File: src/sv/cfcb_pkg.sv
// Package for the four-channel telemetry framer.
// Holds frame constants and the Modbus CRC-16 byte update; no dependencies.
package cfcb_pkg;

    localparam int unsigned Channels   = 4;
    localparam int unsigned SampleW    = 16;
    localparam int unsigned DataBytes  = 8;
    localparam int unsigned FrameBytes = 10;

    typedef logic [3:0] byte_idx_t;

    localparam byte_idx_t IdxCrcLo = 4'd8;
    localparam byte_idx_t IdxCrcHi = 4'd9;

    localparam logic [15:0] CrcInit     = 16'hFFFF;
    localparam logic [15:0] CrcPoly     = 16'hA001;
    localparam logic [7:0]  ByteNewline = 8'h0A;
    localparam logic [7:0]  ByteReturn  = 8'h0D;

    // Fold one byte into the CRC, eight reflected shift steps
    function automatic logic [15:0] crc_byte(input logic [15:0] crc_in,
                                             input logic [7:0]  data);
        logic [15:0] c;
        c = crc_in ^ {8'h00, data};
        for (int b = 0; b < 8; b++)
        begin
            if (c[0])
            begin
                c = (c >> 1) ^ CrcPoly;
            end
            else
            begin
                c = c >> 1;
            end
        end
        return c;
    endfunction

endpackage

File: src/sv/channel_frame_crc16_builder.sv
// Four-channel telemetry framer: top level.
// Depends on cfcb_pkg (constants, CRC byte update).
//
// Usage
//   Pulse start with the four samples on channel_0..channel_3; the item is
//   taken at a rising edge where start is high and busy is low.
//   The block sends a 10-byte frame on out_byte, one byte per cycle, each
//   marked by byte_valid for a single cycle: the four samples low byte first,
//   then the Modbus CRC-16 (poly 0xA001 reflected, init 0xFFFF) low then high.
//   last_byte flags the tenth byte.
//   The CRC is worked out one byte per cycle as the data bytes go out, so
//   the rate is set by the byte output.
//   A one-item holding buffer sits ahead of the frame shifter; busy is high
//   only while that buffer is full, so the next item may be given while the
//   current frame is still going out and frames follow with no gap.
//   When idle, an accepted item passes the holding buffer, the frame shifter and the result register in turn.
//   cfg_we/cfg_wdata write newline_to_return (reset 1): when set, every sent
//   byte equal to 0x0A, data or CRC, goes out as 0x0D. The CRC always covers
//   the unaltered data bytes. Write it only while no frame is pending.
//   Reset clears the buffer, the frame shifter and the strobe, and sets
//   newline_to_return. The receiver cannot stall: bytes are taken as sent.
module channel_frame_crc16_builder (
    input  logic                clk,
    input  logic                rst_n,
    input  logic                start,
    output logic                busy,
    input  logic signed [15:0]  channel_0,
    input  logic signed [15:0]  channel_1,
    input  logic signed [15:0]  channel_2,
    input  logic signed [15:0]  channel_3,
    input  logic                cfg_we,
    input  logic                cfg_wdata,
    output logic                byte_valid,
    output logic [7:0]          out_byte,
    output logic                last_byte
);

    localparam int unsigned FrameW = cfcb_pkg::Channels * cfcb_pkg::SampleW;

    // holding buffer
    logic [FrameW-1:0]    pend_reg,  pend_next;
    logic                 pend_full_reg, pend_full_next;
    // frame shifter
    logic [FrameW-1:0]    data_reg,  data_next;
    cfcb_pkg::byte_idx_t  idx_reg,   idx_next;
    logic                 active_reg, active_next;
    logic [15:0]          crc_reg,   crc_next;
    // configuration
    logic                 nl_reg,    nl_next;
    // result register
    logic                 valid_reg, valid_next;
    logic [7:0]           byte_reg,  byte_next;
    logic                 last_reg,  last_next;

    logic                 accept;
    logic                 transfer;
    logic                 frame_end;
    logic [7:0]           raw_byte;

    assign busy      = pend_full_reg;
    assign accept    = start && !pend_full_reg;
    assign frame_end = active_reg && (idx_reg == cfcb_pkg::IdxCrcHi);
    // Move the buffered item into the shifter when it is free or finishing
    assign transfer  = pend_full_reg && (!active_reg || frame_end);

    always_comb
    begin
        pend_next      = pend_reg;
        pend_full_next = pend_full_reg;
        if (accept)
        begin
            pend_next      = {channel_3, channel_2, channel_1, channel_0};
            pend_full_next = 1'b1;
        end
        else if (transfer)
        begin
            pend_full_next = 1'b0;
        end
    end

    // Pick the byte for this cycle: data, then CRC low, then CRC high
    always_comb
    begin
        case (idx_reg)
            cfcb_pkg::IdxCrcLo: raw_byte = crc_reg[7:0];
            cfcb_pkg::IdxCrcHi: raw_byte = crc_reg[15:8];
            default:            raw_byte = data_reg[7:0];
        endcase
    end

    always_comb
    begin
        data_next   = data_reg;
        idx_next    = idx_reg;
        active_next = active_reg;
        crc_next    = crc_reg;
        if (transfer)
        begin
            data_next   = pend_reg;
            idx_next    = '0;
            active_next = 1'b1;
            crc_next    = cfcb_pkg::CrcInit;
        end
        else if (active_reg)
        begin
            idx_next = idx_reg + 4'd1;
            if (frame_end)
            begin
                active_next = 1'b0;
            end
            if (idx_reg < cfcb_pkg::IdxCrcLo)
            begin
                data_next = data_reg >> 8;
                crc_next  = cfcb_pkg::crc_byte(crc_reg, data_reg[7:0]);
            end
        end
    end

    // Result register, with the newline substitution applied after the CRC
    always_comb
    begin
        valid_next = active_reg;
        last_next  = frame_end;
        byte_next  = raw_byte;
        if (nl_reg && (raw_byte == cfcb_pkg::ByteNewline))
        begin
            byte_next = cfcb_pkg::ByteReturn;
        end
    end

    assign nl_next = cfg_we ? cfg_wdata : nl_reg;

    always_ff @(posedge clk or negedge rst_n)
    begin
        if (!rst_n)
        begin
            pend_full_reg <= 1'b0;
            active_reg    <= 1'b0;
            idx_reg       <= '0;
            crc_reg       <= cfcb_pkg::CrcInit;
            nl_reg        <= 1'b1;
            valid_reg     <= 1'b0;
            last_reg      <= 1'b0;
        end
        else
        begin
            pend_full_reg <= pend_full_next;
            active_reg    <= active_next;
            idx_reg       <= idx_next;
            crc_reg       <= crc_next;
            nl_reg        <= nl_next;
            valid_reg     <= valid_next;
            last_reg      <= last_next;
        end
    end

    // Payload registers hold no reset
    always_ff @(posedge clk)
    begin
        pend_reg <= pend_next;
        data_reg <= data_next;
        byte_reg <= byte_next;
    end

    assign byte_valid = valid_reg;
    assign out_byte   = byte_reg;
    assign last_byte  = last_reg;

`ifndef NO_ASSERTIONS
    a_last_has_strobe : assert property (@(posedge clk) disable iff (!rst_n)
        last_byte |-> byte_valid)
        else $error("last_byte without byte_valid");

    a_active_emits : assert property (@(posedge clk) disable iff (!rst_n)
        active_reg |=> byte_valid)
        else $error("active frame cycle gave no byte");

    a_idx_range : assert property (@(posedge clk) disable iff (!rst_n)
        active_reg |-> (idx_reg <= cfcb_pkg::IdxCrcHi))
        else $error("byte index past end of frame");

    a_pend_holds : assert property (@(posedge clk) disable iff (!rst_n)
        (pend_full_reg && !transfer) |=> (pend_full_reg && $stable(pend_reg)))
        else $error("buffered item lost before transfer");
`endif

endmodule

File: config.mk
export PLATFORM = sky130hd
export DESIGN_NAME = channel_frame_crc16_builder
export DESIGN_NICKNAME = d
export VERILOG_FILES = /design/src/sv/cfcb_pkg.sv /design/src/sv/channel_frame_crc16_builder.sv
export SDC_FILE = /design/constraint.sdc
export NUM_CORES = 1
export LEC_CHECK = 0
export BUFFER_PORTS_ARGS = -buffer_cell sky130_fd_sc_hd__buf_2
export CAP_MARGIN = 20
export CORE_MARGIN = 3
export CORE_UTILIZATION = 45
export DETAILED_ROUTE_END_ITERATION = 8
export PLACE_DENSITY = 0.77
export SLEW_MARGIN = 0
export SYNTH_ARGS = -nofsm -noshare
export SYNTH_HDL_FRONTEND = slang
export SYNTH_SLANG_ARGS = --single-unit
export TNS_END_PERCENT = 30
File: constraint.sdc
create_clock -name clk -period 6.6 [get_ports clk]
set_input_delay 0.66 -clock clk [delete_from_list [all_inputs] [get_ports clk]]
set_output_delay 0.66 -clock clk [all_outputs]
set_load 0.03 [all_outputs]
---- Word-level counts from Yosys, hierarchy flattened ----
Index checks and enable logic that the tools add are counted.
operators by class
  $add $sub $neg .......................... 1
  multiply operators ...................... 0
  div/mod/pow operators ................... 0
  $lt $le $gt $ge ......................... 1
  eq/ne operators ......................... 3
  shifts and indexed selects .............. 0
  muxes and demuxes ....................... 43
  bitwise gates (word level) .............. 9
  reductions and logical operators ........ 11
operators with widths
  kind                                                                   number
  16-bit two-way mux                                                     32
  64-bit two-way mux                                                     3
  2-bit inverter with 3-bit output                                       8
  8-bit one-hot mux with 2 select lines                                  1
  16-bit by 8-bit bitwise XOR with 16-bit output                         1
  4-bit equality test, second input constant                             2
  8-bit by 4-bit equality test with 1-bit output, second input constant  1
  4-bit two-way mux                                                      2
  2-bit nonzero test                                                     3
  1-bit two-way mux                                                      5
  4-bit by 1-bit adder with 4-bit output, second input constant          1
  1-bit logical AND                                                      4
  4-bit less-than comparator, second input constant                      1
  1-bit zero test                                                        2
  2-bit AND reduction                                                    1
  1-bit logical OR                                                       1
storage, ports and cells
  register bits ........................... 161
  bits in latches ......................... 0
  RAM bits ................................ 0
  bits in read-only memories .............. 0
  input port bits ......................... 69
  output and inout port bits .............. 11
  word-level logic and storage cells ...... 78
  memories kept ........................... 0

---- Depth between registers and ports, before layout ----
Gate-level depths: netlist of run 1.
  word-level depth ........................ 41
  mapped depth ............................ 9
  depth with buffers taken out ............ 7

---- Worst setup path before layout of run 1 ----
OpenSTA, ideal clock, no wires.
  kind .................................... input to register
  start point ............................. input start
  end point ............................... register pend_reg[0], enable pin
  setup time .............................. 0.493 ns
  arrival ................................. 3.474 ns
  data required time ...................... 6.107 ns
  path slack .............................. 2.633 ns
  stages .................................. 1
  buffers on the path ..................... 0
  cell sequence ........................... nor2b_1
on the way
  longest elaborated chain between the ends .. 1
ends and longest elaborated chain
  element               RTL line                            text
  start, declared       channel_frame_crc16_builder.sv:25   input logic start,
  1-bit logical AND     channel_frame_crc16_builder.sv:61   assign accept = start && !pend_full_reg;
  end signal, assigned  channel_frame_crc16_builder.sv:160  pend_reg <= pend_next;
  end, declared         channel_frame_crc16_builder.sv:41   logic [FrameW-1:0] pend_reg, pend_next;
No other way between the ends.
A chain may end at the register's enable or synchronous reset.

---- Worst setup path in the final report of run 1 ----
  start point ............................. register idx_reg[1]
  end point ............................... register data_reg[20] (data pin)
on the way
  longest elaborated chain between the ends .. 5
ends and longest elaborated chain
  element                  RTL line                            text
  start, declared          channel_frame_crc16_builder.sv:45   cfcb_pkg::byte_idx_t idx_reg, idx_next;
  start signal, assigned   channel_frame_crc16_builder.sv:149  idx_reg <= idx_next;
  4-bit equality test      channel_frame_crc16_builder.sv:62   assign frame_end = active_reg && (idx_reg == cfcb_pkg::IdxCrcHi);
  1-bit logical AND        channel_frame_crc16_builder.sv:62
  1-bit logical OR         channel_frame_crc16_builder.sv:64   assign transfer = pend_full_reg && (!active_reg || frame_end);
  1-bit logical AND        channel_frame_crc16_builder.sv:64
  64-bit two-way mux       channel_frame_crc16_builder.sv:97   if (transfer)
  named net data_next[20]  channel_frame_crc16_builder.sv:44   logic [FrameW-1:0] data_reg, data_next;
  end signal, assigned     channel_frame_crc16_builder.sv:161  data_reg <= data_next;
  end, declared            channel_frame_crc16_builder.sv:44
The timed path passes the listed nets, and every way through them passes these cells.

==> results by group, run 1 <==
Detailed routing
  • Wirelength per Cell: 17.0 um
  • Drt drc: 0
  • Via count: 3237
  • Avg Vias per Cell: 5.15
  • Routed wire length: 10700 um
  • Post-route ant nets: 0
  • DRT Pass-1 Iters: 4
  • 1st-iter DRT viols: 286

Floorplan
  • Core Rows: 42
  • Initial core utilization: 0.465
  • Die Ht: 123 um
  • Core Region: 13300 um2
  • Io pins: 80
  • Die Wd: 123 um
  • Die area: 15200 um2

Power and ir drop
  • Combinational share of power: 0.323
  • Clock share of power: 0.229
  • Internal power: 2830 uW
  • Reg power frac: 0.448
  • LEAKAGE: 0.00276 uW
  • Pwr dens: 562 nW/um2
  • Total power: 4120 uW
  • Net Sw Frac: 0.314
  • Peak supply drop: 262 uV
  • Psw: 1290 uW

Clock tree
  • Hold Buf Count CTS: 0
  • Reg clk slew, reported paths: 60 ps
  • Post-CTS setup buffers: 0
  • Post-CTS sizing: 0
  • Clk_lat worst skew: 430 ps
  • Clock Tree Buf Depth: 2
  • CTS root buf: clkbuf_16
  • CTS Buf Count: 17
  • CTS tree: yes
  • CTS H-tree depth: 4
  • Clock Sink Count: 161

STA
  • RSZ-0062 raised after global routing: false
  • Final hold vios: 0
  • Setup skew after layout: 12.2 ps
  • Tmin final: 3430 ps
  • Worst Tran Pin Value: 982 ps
  • Highest clock rate: 291 MHz
  • Final setup viols: 0
  • Fin crit share: 0.520
  • Final Max Tran Viols: 0
  • Worst hold slack: 241 ps
  • Final setup TNS: 0 ps
  • Slew headroom: 0.345

Critical path
  • Setup CP Type: reg -> reg
  • CP required: 6760 ps
  • CP endpoint kind: flop
  • CP startpoint kind: flop
  • Crit path max fanout: 45
  • CP Data Arrival Time: 3600 ps

Logic synthesis
  • Yosys top cell area share: 0.620
  • Synth Cell Area: 6200 um2
  • Synth area leader: edfxtp_1
  • Syn Nets: 427
  • Mapped Cells: 355
  • Register bit total from synthesis: 161
  • Yosys warns: 0
  • Register area share after synthesis: 0.750
  • Most common cell in the synthesized netlist: edfxtp_1
  • Number of synthesized flops with an enable pin: 128
  • Most common library cells after synthesis: edfxtp_1 (128), mux2_1 (56), nor2_1 (19)
  • Synth Flop Type: edfxtp_1
  • Area contributors post-synth: edfxtp_1 (62%), mux2_1 (10%), dfstp_2 (7.2%), dfrtp_1 (3.2%), dfxtp_1 (2.6%)
  • Asr flop ratio synth: 0.155
  • Synthesized area per cell: 17.5 um2
  • Library cells used by synthesis: 36

Global route
  • GRT Util Overall: 0.151
  • Antenna violations before repair: 0
  • Overflow after GRT: 0
  • Largest net degree at the start of global routing: 81
  • Vias in the first global route: 3294
  • First-pass GRT wire length: 16900 um

Run
  • Max_cap viols: 0

Layout
  • FF/Latch Area: 4650 um2
  • Final nets: 512
  • Layout cell share with drive strength beyond 1: 0.291
  • Area of the multi-input gates: 1470 um2
  • Area Overhead vs Synth: 18.3%
  • Antenna cell count: 0
  • Fillers: 1050

Place
  • Detail Placement HPWL: 6750 um
  • PortBufs: 79
  • Final RePlAce weighted congestion: 0.853

Run status
  • Outcome: complete, no violations

Worst hold path
  • Hold Crit Class: in -> async
## power by group through the flow
stage	Clock, uW	Combinational [uW]	Sequential (uW)
6_report	943	1330	1850
5_1_grt	1010	1470	1890
2_1_floorplan	0	1030	1860
4_1_cts	967	1350	1850
3_3_place_gp	0	1270	1840
3_5_place_dp	0	1320	1860
## path summary, 6_finish.rpt
path	from	to	slack, ps	cells past startpoint
max in group asynchronous	rst_n	idx_reg[1]	5960	1
hold reg to reg	crc_reg[9]	crc_reg[9]	520	2
setup reg to reg	idx_reg[1]	data_reg[20]	3170	7
hold / removal	rst_n	active_reg	240	1
min in group clk	channel_3[10]	pend_reg[58]	410	1
setup / recovery	idx_reg[1]	data_reg[20]	3170	7
## logic make-up (layout without fill, tap and decap cells)
group,Yosys count,after routing,synth area share
DFF,161,161,0.750
xor gates and xnor gates,24,24,0.0410
AOI/OAI and AO/OA,47,47,0.0494
buffers and inverters,18,116,0.0151
adders and majority gates,3,3,0.00605
muxes,57,57,0.104
and+or+nand+nor,45,45,0.0349
## metal layers
layer  wire [um]  track usage  vias to the layer above  part of all wire
met5           0            0                        -                 0
met4         260       0.0664                        0             0.024
met3         610       0.0576                       25             0.057
met2        5200        0.230                      103              0.49
met1        4590        0.194                     1592              0.43
li1            -            -                     1517                 -
## area by class of cell
class	count	area share
clock buffer	18	0.0585
clock inverter	14	0.0189
inverter	3	0.00154
multi-input combinational	176	0.201
sequential	161	0.634
tap	176	0.0300
timing repair buffer	81	0.0560
## stage by stage
stage	area (um2)	setup slack (ps)	std cells	utilization
floorplan	6200	2630	355	-
global placement	6770	3360	597	0.507
detailed placement	6770	3150	597	0.507
CTS	7330	3150	629	0.549
global route	7330	2880	629	0.549
finish	7330	3170	629	0.549
## layout by cell type (no fill, tap or decap), types with 2 or more instances in the layout
cell | synthesis | routed
nor2b_1 | 3 | 2
nand2_1 | 6 | 6
xnor2_1 | 14 | 14
o22a_1 | 6 | 6
inv_6 | 0 | 2
edfxtp_1 | 128 | 128
nor2_1 | 19 | 19
mux2_1 | 56 | 56
ha_1 | 3 | 3
buf_4 | 5 | 2
dfrtp_1 | 8 | 8
o21ai_1 | 8 | 8
buf_2 | 6 | 79
nand2b_1 | 4 | 4
xor2_1 | 6 | 6
clkbuf_16 | 0 | 17
dfxtp_1 | 8 | 8
inv_1 | 3 | 3
o41ai_1 | 2 | 2
o21ai_0 | 2 | 2
a22oi_1 | 8 | 8
bufinv_16 | 0 | 2
nor3_1 | 2 | 2
and3_1 | 9 | 9
dfstp_2 | 17 | 17
clkinv_1 | 0 | 5
clkinvlp_4 | 0 | 3
a21oi_1 | 15 | 15
xnor2_2 | 2 | 2
## worst max-delay path, cell delays in order, from the launching register on
cell and delay, ps:
dfrtp_1 400, inv_1 110, ha_1 450, inv_1 110
o21ai_1 600, and2_2 520, buf_4 570, mux2_1 390
(Power assumes the default switching activity.)
==> inputs of run 2 (changes only) <==
--- a/config.mk
+++ b/config.mk
@@ -10,7 +10,7 @@
 export CORE_MARGIN = 3
 export CORE_UTILIZATION = 45
 export DETAILED_ROUTE_END_ITERATION = 8
-export PLACE_DENSITY = 0.77
+export PLACE_DENSITY = 0.79
 export SLEW_MARGIN = 0
 export SYNTH_ARGS = -nofsm -noshare
 export SYNTH_HDL_FRONTEND = slang
==> constraint.sdc (replaced) <==
create_clock -name clk -period 2.8 [get_ports clk]
set_input_delay 0.28 -clock clk [delete_from_list [all_inputs] [get_ports clk]]
set_output_delay 0.28 -clock clk [all_outputs]
set_load 0.03 [all_outputs]
==> results by group, run 2 (synthesis results as in run 1) <==
Power and ir drop
  • Pwr dens: 1310 nW/um2 (+130%)
  • Total power: 9770 uW (+140%)
  • Peak supply drop: 596 uV (+130%)
  • LEAKAGE: 0.00282 uW (+2.3%)

STA
  • Final setup TNS: 0 ps (unchanged)
  • Final Max Tran Viols: 0 (unchanged)
  • Fin crit share: 0.892 (+0.371)
  • Highest clock rate: 400 MHz (+38%)
  • Slew headroom: 0.612 (+0.267)
  • Worst Tran Pin Value: 582 ps (-400 ps)
  • Setup skew after layout: 8.67 ps (-3.58 ps)
  • Final setup viols: 0 (unchanged)
  • Tmin final: 2500 ps (-938 ps)
  • RSZ-0062 raised after global routing: false
  • Final hold vios: 0 (unchanged)

Critical path
  • CP required: 2960 ps (-3800 ps)
  • CP Data Arrival Time: 2650 ps (-950 ps)
  • CP startpoint kind: flop
  • Worst reg2reg path startpoint: idx_reg[1]
  • CP endpoint kind: flop
  • R2R Setup Slk: 300 ps (-2860 ps)
  • Crit path to: data_reg[18]
  • Crit path max fanout: 27 (-40%)
  • Crit. Startpoint: idx_reg[1]
  • FF-to-FF path depth: 7 (unchanged)
  • Reg-to-Reg End: data_reg[18]
  • Setup CP Type: reg -> reg

Clock tree
  • Post-CTS setup buffers: 0 (unchanged)
  • Clk_lat worst skew: 420 ps (about the same)
  • CTS Buf Count: 17 (unchanged)
  • CTS tree: yes
  • Clock Sink Count: 161 (unchanged)
  • CTS H-tree depth: 4 (unchanged)
  • Reg clk slew, reported paths: 60 ps (about the same)
  • CTS root buf: clkbuf_16
  • Clock Tree Buf Depth: 2 (unchanged)

Detailed routing
  • Drt drc: 0 (unchanged)
  • Routed wire length: 10500 um (-1.5%)
  • Post-route ant nets: 0 (unchanged)
  • 1st-iter DRT viols: 212 (-26%)
  • Via count: 3206 (-0.96%)
  • Wirelength per Cell: 16.5 um (-2.6%)
  • Avg Vias per Cell: 5.04 (-2.0%)
  • DRT Pass-1 Iters: 4 (unchanged)

Layout
  • FF/Latch Area: 4650 um2 (unchanged)
  • Area of the multi-input gates: 1470 um2 (unchanged)
  • Most frequent cells in the layout: edfxtp_1 (128), buf_2 (79), mux2_1 (56), nor2_1 (19)
  • Antenna cell count: 0 (unchanged)
  • Most common cell after layout, fill and taps aside: edfxtp_1
  • Area Overhead vs Synth: 20.0%
  • Layout cell share with drive strength beyond 1: 0.307 (+0.0151)
  • Fillers: 1037 (-1.2%)
  • Final nets: 520 (+1.6%)
  • Fin cells: 636 (+1.1%)

Floorplan
  • Io pins: 80 (unchanged)
  • Initial core utilization: 0.465 (unchanged)
  • Core Rows: 42 (unchanged)
  • Die area: 15200 um2 (unchanged)
  • Die Ht: 123 um (unchanged)
  • Core Region: 13300 um2 (unchanged)
  • Die Wd: 123 um (unchanged)

Global route
  • Vias in the first global route: 3244 (-1.5%)
  • Antenna violations before repair: 0 (unchanged)
  • First-pass GRT wire length: 16500 um (-2.2%)
  • Overflow after GRT: 0 (unchanged)
  • GRT Util Overall: 0.147 (-0.00471)
  • Largest net degree at the start of global routing: 65 (-20%)

Place
  • Detail Placement HPWL: 6960 um (+3.0%)
  • PortBufs: 79 (unchanged)
  • Final RePlAce weighted congestion: 0.858 (+0.63%)
  • Placed Cells: 604 (+1.2%)

Run status
  • Outcome: complete, no violations

Worst hold path
  • Hold Crit Class: in -> reg

Run
  • Max_cap viols: 0 (unchanged)
## run 2: repair_timing
action,4_1_cts,5_1_grt
hold buffers,1,0
resized for setup,0,0
endpoints found under the hold margin,8,0
## run 2: metal layers
| layer | global-route usage | share of wire | vias to the layer above |
|---|---|---|---|
| met4 | 0.0512 | 0.012 | 0 |
| met1 | 0.194 | 0.46 | 1575 |
| met2 | 0.224 | 0.47 | 92 |
| met3 | 0.0554 | 0.053 | 11 |
| met5 | 0 | 0 | - |
| li1 | - | - | 1528 |
## run 2: how the worst min path moves through the flow
stage | startpoint | end | cells after the start
finish | channel_2[6] | pend_reg[38] | 1
global route | channel_3[8] | pend_reg[56] | 1
CTS | channel_3[5] | pend_reg[53] | 1
detailed placement | rst_n | last_byte | 1
global placement | rst_n | last_byte | 1
floorplan | rst_n | active_reg | 0
## run 2: layout make-up
class	instances	area share
multi-input combinational	176	0.198
clock inverter	13	0.0182
clock buffer	18	0.0577
tap	176	0.0296
sequential	161	0.625
inverter	3	0.00151
timing repair buffer	89	0.0703
## run 2: through the flow
stage / utilization / hold slack [ps] / cell area (um2) / worst slack (ps)
2_1_floorplan: - / -15.6 / 6200 / 105
3_3_place_gp: 0.515 / 303 / 6870 / 428
3_5_place_dp: 0.515 / 313 / 6870 / 320
5_1_grt: 0.558 / 12.3 / 7440 / 101
4_1_cts: 0.558 / 18.1 / 7440 / 302
6_report: 0.558 / 32.0 / 7440 / 303
## run 2: report_power, final
part	switching [uW]	total, uW	internal, uW
clock network	892	2200	1310
registers	403	4300	3890
logic	1710	3280	1560
total	3010	9770	6760
## run 2: worst max-delay path, stage by stage (launching register included)
cell and delay [ps]:
dfrtp_1 400, inv_1 100, ha_1 460, inv_1 120, o21ai_1 190, and2_2 380
buf_12 240, mux2_1 350
